$ cat src/rtl/fvc_pkg.sv
`timescale 1ns / 1ps
// ----------------------------------------------------------------------------
// fvc_pkg: shared types and constants of the voxel face culler
// Grid geometry, command and direction codes, item structs, neighbor lookup.
// ----------------------------------------------------------------------------
package fvc_pkg;

  // grid geometry
  localparam int GRID_SIDE = 16;
  localparam int COORD_W   = 4;
  localparam int AXIS_W    = (GRID_SIDE > 1) ? $clog2(GRID_SIDE) : 1;
  localparam int NB_W      = ((AXIS_W > COORD_W) ? AXIS_W : COORD_W) + 1;
  localparam int ADDR_W    = 3 * AXIS_W;
  localparam int MEM_DEPTH = 1 << ADDR_W;

  // result widths
  localparam int DIR_W    = 3;
  localparam int SHADE_W  = 8;
  localparam int VTX_W    = 17;
  localparam int NUM_DIRS = 6;
  localparam int RD_W     = 3;

  // command queue
  localparam int QUEUE_DEPTH = 2;
  localparam int QP_W        = (QUEUE_DEPTH > 1) ? $clog2(QUEUE_DEPTH) : 1;

  // shade levels: light factor times 255, rounded to nearest
  localparam logic [SHADE_W-1:0] SHADE_Z      = 8'd219;
  localparam logic [SHADE_W-1:0] SHADE_X      = 8'd204;
  localparam logic [SHADE_W-1:0] SHADE_BOTTOM = 8'd153;
  localparam logic [SHADE_W-1:0] SHADE_TOP    = 8'd255;

  typedef enum logic {
    CMD_WRITE = 1'b0,
    CMD_MESH  = 1'b1
  } cmd_e;

  typedef enum logic [DIR_W-1:0] {
    DIR_NORTH  = 3'd0,
    DIR_SOUTH  = 3'd1,
    DIR_WEST   = 3'd2,
    DIR_EAST   = 3'd3,
    DIR_BOTTOM = 3'd4,
    DIR_TOP    = 3'd5
  } dir_e;

  typedef enum logic [1:0] {
    BK_CLEAR,
    BK_IDLE,
    BK_READ,
    BK_EMIT
  } back_state_e;

  // one input transaction
  typedef struct packed {
    logic                 cmd;
    logic [COORD_W-1:0]   cell_x;
    logic [COORD_W-1:0]   cell_y;
    logic [COORD_W-1:0]   cell_z;
    logic                 solid;
  } item_t;

  // one visible face
  typedef struct packed {
    logic [COORD_W-1:0]   face_x;
    logic [COORD_W-1:0]   face_y;
    logic [COORD_W-1:0]   face_z;
    logic [DIR_W-1:0]     face_dir;
    logic [SHADE_W-1:0]   shade;
    logic [VTX_W-1:0]     first_vertex;
    logic                 last_face;
  } face_t;

  // classified operation held in the queue
  typedef struct packed {
    logic                 is_mesh;
    logic [AXIS_W-1:0]    x;
    logic [AXIS_W-1:0]    y;
    logic [AXIS_W-1:0]    z;
    logic                 solid;
  } op_t;

  typedef struct packed {
    logic full;
    logic empty;
  } q_stat_t;

  typedef struct packed {
    logic              on_grid;
    logic [ADDR_W-1:0] addr;
  } nb_t;

  function automatic logic [ADDR_W-1:0] cell_addr(input logic [AXIS_W-1:0] x,
                                                  input logic [AXIS_W-1:0] y,
                                                  input logic [AXIS_W-1:0] z);
    return {z, y, x};
  endfunction

  function automatic logic [SHADE_W-1:0] shade_of(input logic [DIR_W-1:0] dir);
    logic [SHADE_W-1:0] s;
    case (dir)
      DIR_NORTH, DIR_SOUTH: s = SHADE_Z;
      DIR_WEST, DIR_EAST:   s = SHADE_X;
      DIR_BOTTOM:           s = SHADE_BOTTOM;
      DIR_TOP:              s = SHADE_TOP;
      default:              s = '0;
    endcase
    return s;
  endfunction

  // neighbor address in one direction, with an in-grid flag
  function automatic nb_t neighbor(input logic [AXIS_W-1:0] x,
                                   input logic [AXIS_W-1:0] y,
                                   input logic [AXIS_W-1:0] z,
                                   input logic [DIR_W-1:0]  dir);
    logic [NB_W-1:0] ex;
    logic [NB_W-1:0] ey;
    logic [NB_W-1:0] ez;
    logic            ok;
    nb_t             r;
    ex = NB_W'(x);
    ey = NB_W'(y);
    ez = NB_W'(z);
    ok = 1'b1;
    case (dir)
      DIR_NORTH: begin
        if (ez == '0) ok = 1'b0;
        else ez = ez - 1'b1;
      end
      DIR_SOUTH: ez = ez + 1'b1;
      DIR_WEST: begin
        if (ex == '0) ok = 1'b0;
        else ex = ex - 1'b1;
      end
      DIR_EAST: ex = ex + 1'b1;
      DIR_BOTTOM: begin
        if (ey == '0) ok = 1'b0;
        else ey = ey - 1'b1;
      end
      DIR_TOP: ey = ey + 1'b1;
      default: ok = 1'b0;
    endcase
    r.on_grid = ok && (ex < NB_W'(GRID_SIDE)) && (ey < NB_W'(GRID_SIDE)) &&
                (ez < NB_W'(GRID_SIDE));
    r.addr    = {ez[AXIS_W-1:0], ey[AXIS_W-1:0], ex[AXIS_W-1:0]};
    return r;
  endfunction

endpackage

$ cat src/rtl/fvc_queue.sv
`timescale 1ns / 1ps
// ----------------------------------------------------------------------------
// fvc_queue: short operation queue between front and back
// Holds classified operations so that either side can stall on its own.
// ----------------------------------------------------------------------------
module fvc_queue (
  input  logic           clk,
  input  logic           rst,
  input  logic           push,
  input  fvc_pkg::op_t   push_op,
  input  logic           pop,
  output fvc_pkg::op_t   head,
  output fvc_pkg::q_stat_t stat
);
  import fvc_pkg::*;

  op_t             entries [QUEUE_DEPTH];
  logic [QP_W-1:0] wr_ptr;
  logic [QP_W-1:0] rd_ptr;
  logic [QP_W:0]   count;

  // status and head entry
  always_comb begin
    stat.full  = (count == (QP_W + 1)'(QUEUE_DEPTH));
    stat.empty = (count == '0);
    head       = entries[rd_ptr];
  end

  // storage
  always_ff @(posedge clk) begin
    if (push) begin
      entries[wr_ptr] <= push_op;
    end
  end

  // pointers and fill count
  always_ff @(posedge clk) begin
    if (rst) begin
      wr_ptr <= '0;
      rd_ptr <= '0;
      count  <= '0;
    end else begin
      if (push) wr_ptr <= (wr_ptr == QP_W'(QUEUE_DEPTH - 1)) ? '0 : wr_ptr + 1'b1;
      if (pop)  rd_ptr <= (rd_ptr == QP_W'(QUEUE_DEPTH - 1)) ? '0 : rd_ptr + 1'b1;
      case ({push, pop})
        2'b10:   count <= count + 1'b1;
        2'b01:   count <= count - 1'b1;
        default: count <= count;
      endcase
    end
  end

  // checks
  a_no_overflow: assert property (@(posedge clk) disable iff (rst)
    push && !pop |-> !stat.full)
    else $error("queue push while full");
  a_no_underflow: assert property (@(posedge clk) disable iff (rst)
    pop |-> !stat.empty)
    else $error("queue pop while empty");

endmodule

$ cat config.mk
export PLATFORM = sky130hd
export DESIGN_NAME = fvc_queue
export DESIGN_NICKNAME = d
export VERILOG_FILES = /design/src/rtl/fvc_pkg.sv /design/src/rtl/fvc_queue.sv
export SDC_FILE = /design/constraint.sdc
export NUM_CORES = 1
export LEC_CHECK = 0
export BUFFER_PORTS_ARGS = -buffer_cell sky130_fd_sc_hd__buf_4
export CAP_MARGIN = 20
export CORE_MARGIN = 5
export CORE_UTILIZATION = 45
export DETAILED_ROUTE_END_ITERATION = 8
export GPL_TIMING_DRIVEN = 0
export MAX_ROUTING_LAYER = met4
export PLACE_DENSITY_LB_ADDON = 0.08
export SYNTH_ARGS = -nofsm -noshare
export SYNTH_HDL_FRONTEND = slang
export SYNTH_SLANG_ARGS = --single-unit
$ cat constraint.sdc
create_clock -name clk -period 1.2 [get_ports clk]
set_input_delay 0.06 -clock clk [delete_from_list [all_inputs] [get_ports clk]]
set_output_delay 0.06 -clock clk [all_outputs]
set_load 0.005 [all_outputs]
==> summary.md <==
| Metric | Value |
|---|---|
| CTS clk-pin slew, worst paths | `0.10 ns` |
| Sw Share | `22.5%` |
| Outcome | `complete, but fails checks` |
| Post-route ant nets | `0` |
| Num rows | `18` |
| I/O Buffers | `33` |
| Synth-to-layout area growth | `54.6%` |
| 1st-iter DRT viols | `11` |
| Area of the core | `2520 µm²` |
| Grt ovf | `0` |
| N_diodes | `0` |
| Util after Layout | `74.1%` |
| CTS Buf Count | `5` |
| Vias in the first global route | `804` |
| Post-synthesis mux area share | `13.0%` |
| Total track usage | `13.1%` |
| DP Area | `1500 µm²` |
| F_max | `0.740 GHz` |
| Adder-Cell Fraction of Synth Area | `1.04%` |
| Maximum VDD drop | `0.00107 V` |
| Clock tree buffer depth | `2` |
| Slew margin rel. | `71.3%` |
| Min cycle time layout | `1.35 ns` |
| Final setup vio count | `14` |
| Register area share after synthesis | `77.8%` |
| Routability congestion estimate | `0.596` |
| First drt pass iteration count | `3` |
| # DRC | `0` |
| Die extent in y | `61.8 µm` |
| Synth Area in Compound Gates | `0.828%` |
| Die Footprint | `3820 µm²` |
| Root buf cell | `clkbuf_4` |
| Pin slew with the least headroom to its limit | `0.430 ns` |
| CP Class | `reg -> out` |
| Post-Synthesis Cells | `65` |
| Synth Warn # | `0` |
| Largest net degree at the start of global routing | `15` |
| Worst-path fanout max | `5` |
| Global-route wire length before repair | `3360 µm` |
| Largest family of logic cells by synthesized area | `multiplexers` |
| Failing checks | `setup timing` |
| # Max-Cap Violations | `0` |
| RSZ-0062 raised after global routing | `yes` |
| Avg Synthesized Cell Area | `18.6 µm²` |
| Skew final | `0.00697 ns` |
| Final WL | `2260 µm` |
| Seq pwr share | `56.5%` |
| CTS tree | `yes` |
| CP Capture Type | `primary output` |
| Period utilization | `113%` |
| Die W | `61.8 µm` |
| Final worst setup slack | `-0.151 ns` |
| Mapped Nets | `84` |
| Share of layout cells above drive strength 1 | `50.0%` |
| Final Cell Area | `1870 µm²` |
| Ports | `34` |
| Psw | `0.544 mW` |
| Hold Path Class | `in -> reg` |
| Via count | `746` |
| Slew Viols, Final | `0` |
| Data arrival time of the critical path | `1.29 ns` |
| Leak | `0.758 nW` |
| Pint | `1.88 mW` |
| CP Data Required Time | `1.14 ns` |
| Simple-Gate Fraction of Synth Area | `3.62%` |
| Element type at the critical path start | `flip-flop` |
| Routed len/inst | `14.7 µm` |
| Clock sinks | `33` |
| Mapped Area | `1210 µm²` |
| Layout Cells excl Fill | `154` |
| Count of different cell masters after synthesis | `14` |
| Later-pin clock latency in the skew report | `0.32 ns` |
| Area share of xor/xnor cells in the synthesized design | `2.90%` |
| Combinational power share | `19.7%` |
| Dpl cells | `128` |
| Post-detail-place hpwl | `1350 µm` |
| Initial Utilization | `47.9%` |
| Final Hold Fails | `0` |
| H-tree levels | `2` |
| Via/cell ratio | `4.84` |
| Final net count | `142` |
| Worst slack at placement | `-0.163 ns` |
| Register bit total from synthesis | `33` |
| Number of fill cells | `172` |
| Initial antenna violation count | `0` |
| Clock share of power | `23.8%` |
| PwrDens | `1300 nW/µm²` |
[final timing paths]
check / startpoint / end / slack, ns / cells past startpoint
setup reg to reg: wr_ptr / entries[0][1] / 0.09 / 1
hold reg to reg: count[1] / count[1] / 0.52 / 2
setup / recovery: flip-flop / head[5] / -0.15 / 3
hold / removal: push / wr_ptr / 0.008 / 3
[cell usage after synthesis]
cell type | instances | share of area (%)
a21oi_1 | 1 | 0.41
and2_1 | 1 | 0.52
and2b_2 | 1 | 0.72
buf_2 | 1 | 0.41
dfxtp_1 | 5 | 8.3
edfxtp_1 | 28 | 70
ha_1 | 1 | 1.0
inv_1 | 1 | 0.31
mux2_2 | 14 | 13
nor2_1 | 6 | 1.9
o21ai_0 | 1 | 0.41
or3_1 | 1 | 0.52
xnor2_1 | 3 | 2.2
xor2_1 | 1 | 0.72
[timing repair]
item / in CTS / in global routing
hold buffers: 15 / 0
resized for setup: 9 / 29
endpoints found under the setup margin: 42 / 17
hold endpoints to repair: 33 / 0
gates cloned: 0 / 1
setup buffers: 2 / 0
pin swaps: 0 / 0
[metrics by stage]
step           setup TNS, ns  total power [mW]  hold WS [ns]
2_1_floorplan              0              1.53         0.129
3_3_place_gp           -4.80              1.70         0.245
3_5_place_dp           -5.02              1.71         0.248
4_1_cts                -2.24              2.34       0.00120
5_1_grt                -2.50              2.54       0.00671
6_report               -1.74              2.42       0.00812
[cell type report]
class                      instances  area, µm²  share of cell area [%]
inverter                           1       3.75                   0.201
timing repair buffer              51        494                    26.5
multi-input combinational         30        322                    17.2
clock inverter                     1       5.00                   0.268
sequential                        33        946                    50.6
clock buffer                       7       45.0                    2.41
buffer                             1       15.0                   0.804
tap                               30       37.5                    2.01
[cell usage in the layout, fill, tap and decap left out, types with 2 or more instances in the layout]
master,Yosys,routed
edfxtp_1,28,28
buf_4,0,20
dlygate4sd3_1,0,15
buf_6,0,15
mux2_4,0,14
nor2_1,6,5
clkbuf_4,0,5
xnor2_1,3,3
dfxtp_1,5,3
clkbuf_1,0,2
[critical path: stages, from the launching register on]
cell	delay (ns)
dfxtp_4	0.39
clkbuf_16	0.15
mux2_4	0.31
buf_6	0.12
[layer usage]
| metal | wire length [µm] | vias to the layer above | global-route usage [%] |
|---|---|---|---|
| met5 | 0 | - | - |
| met4 | 36 | 0 | 7.27 |
| met3 | 140 | 5 | 4.34 |
| li1 | - | 358 | - |
| met1 | 852 | 360 | 12.9 |
| met2 | 1230 | 23 | 22.6 |
[power groups by stage]
stage               logic [mW]  registers [mW]  clock network (mW)
finish                   0.476            1.37               0.576
global route             0.515            1.38               0.650
CTS                      0.391            1.36               0.590
detailed placement       0.321            1.39                   0
global placement         0.314            1.38                   0
floorplan                0.151            1.38                   0
[cell families (layout without fill, tap and decap cells)]
family	Yosys count	in the layout
DFF	33	33
AOI/OAI and AO/OA	2	2
and+or+nand+nor	9	9
muxes	14	14
xor gates and xnor gates	4	4
adders and majority gates	1	1
buffers and inverters	2	61
[state kept, by name, summed over array words and instances (netlist names), named ones only]
name / cells
entries: 28
count: 2
rd_ptr: 1
wr_ptr: 1
No activity file was read; power rests on OpenSTA's default activity.
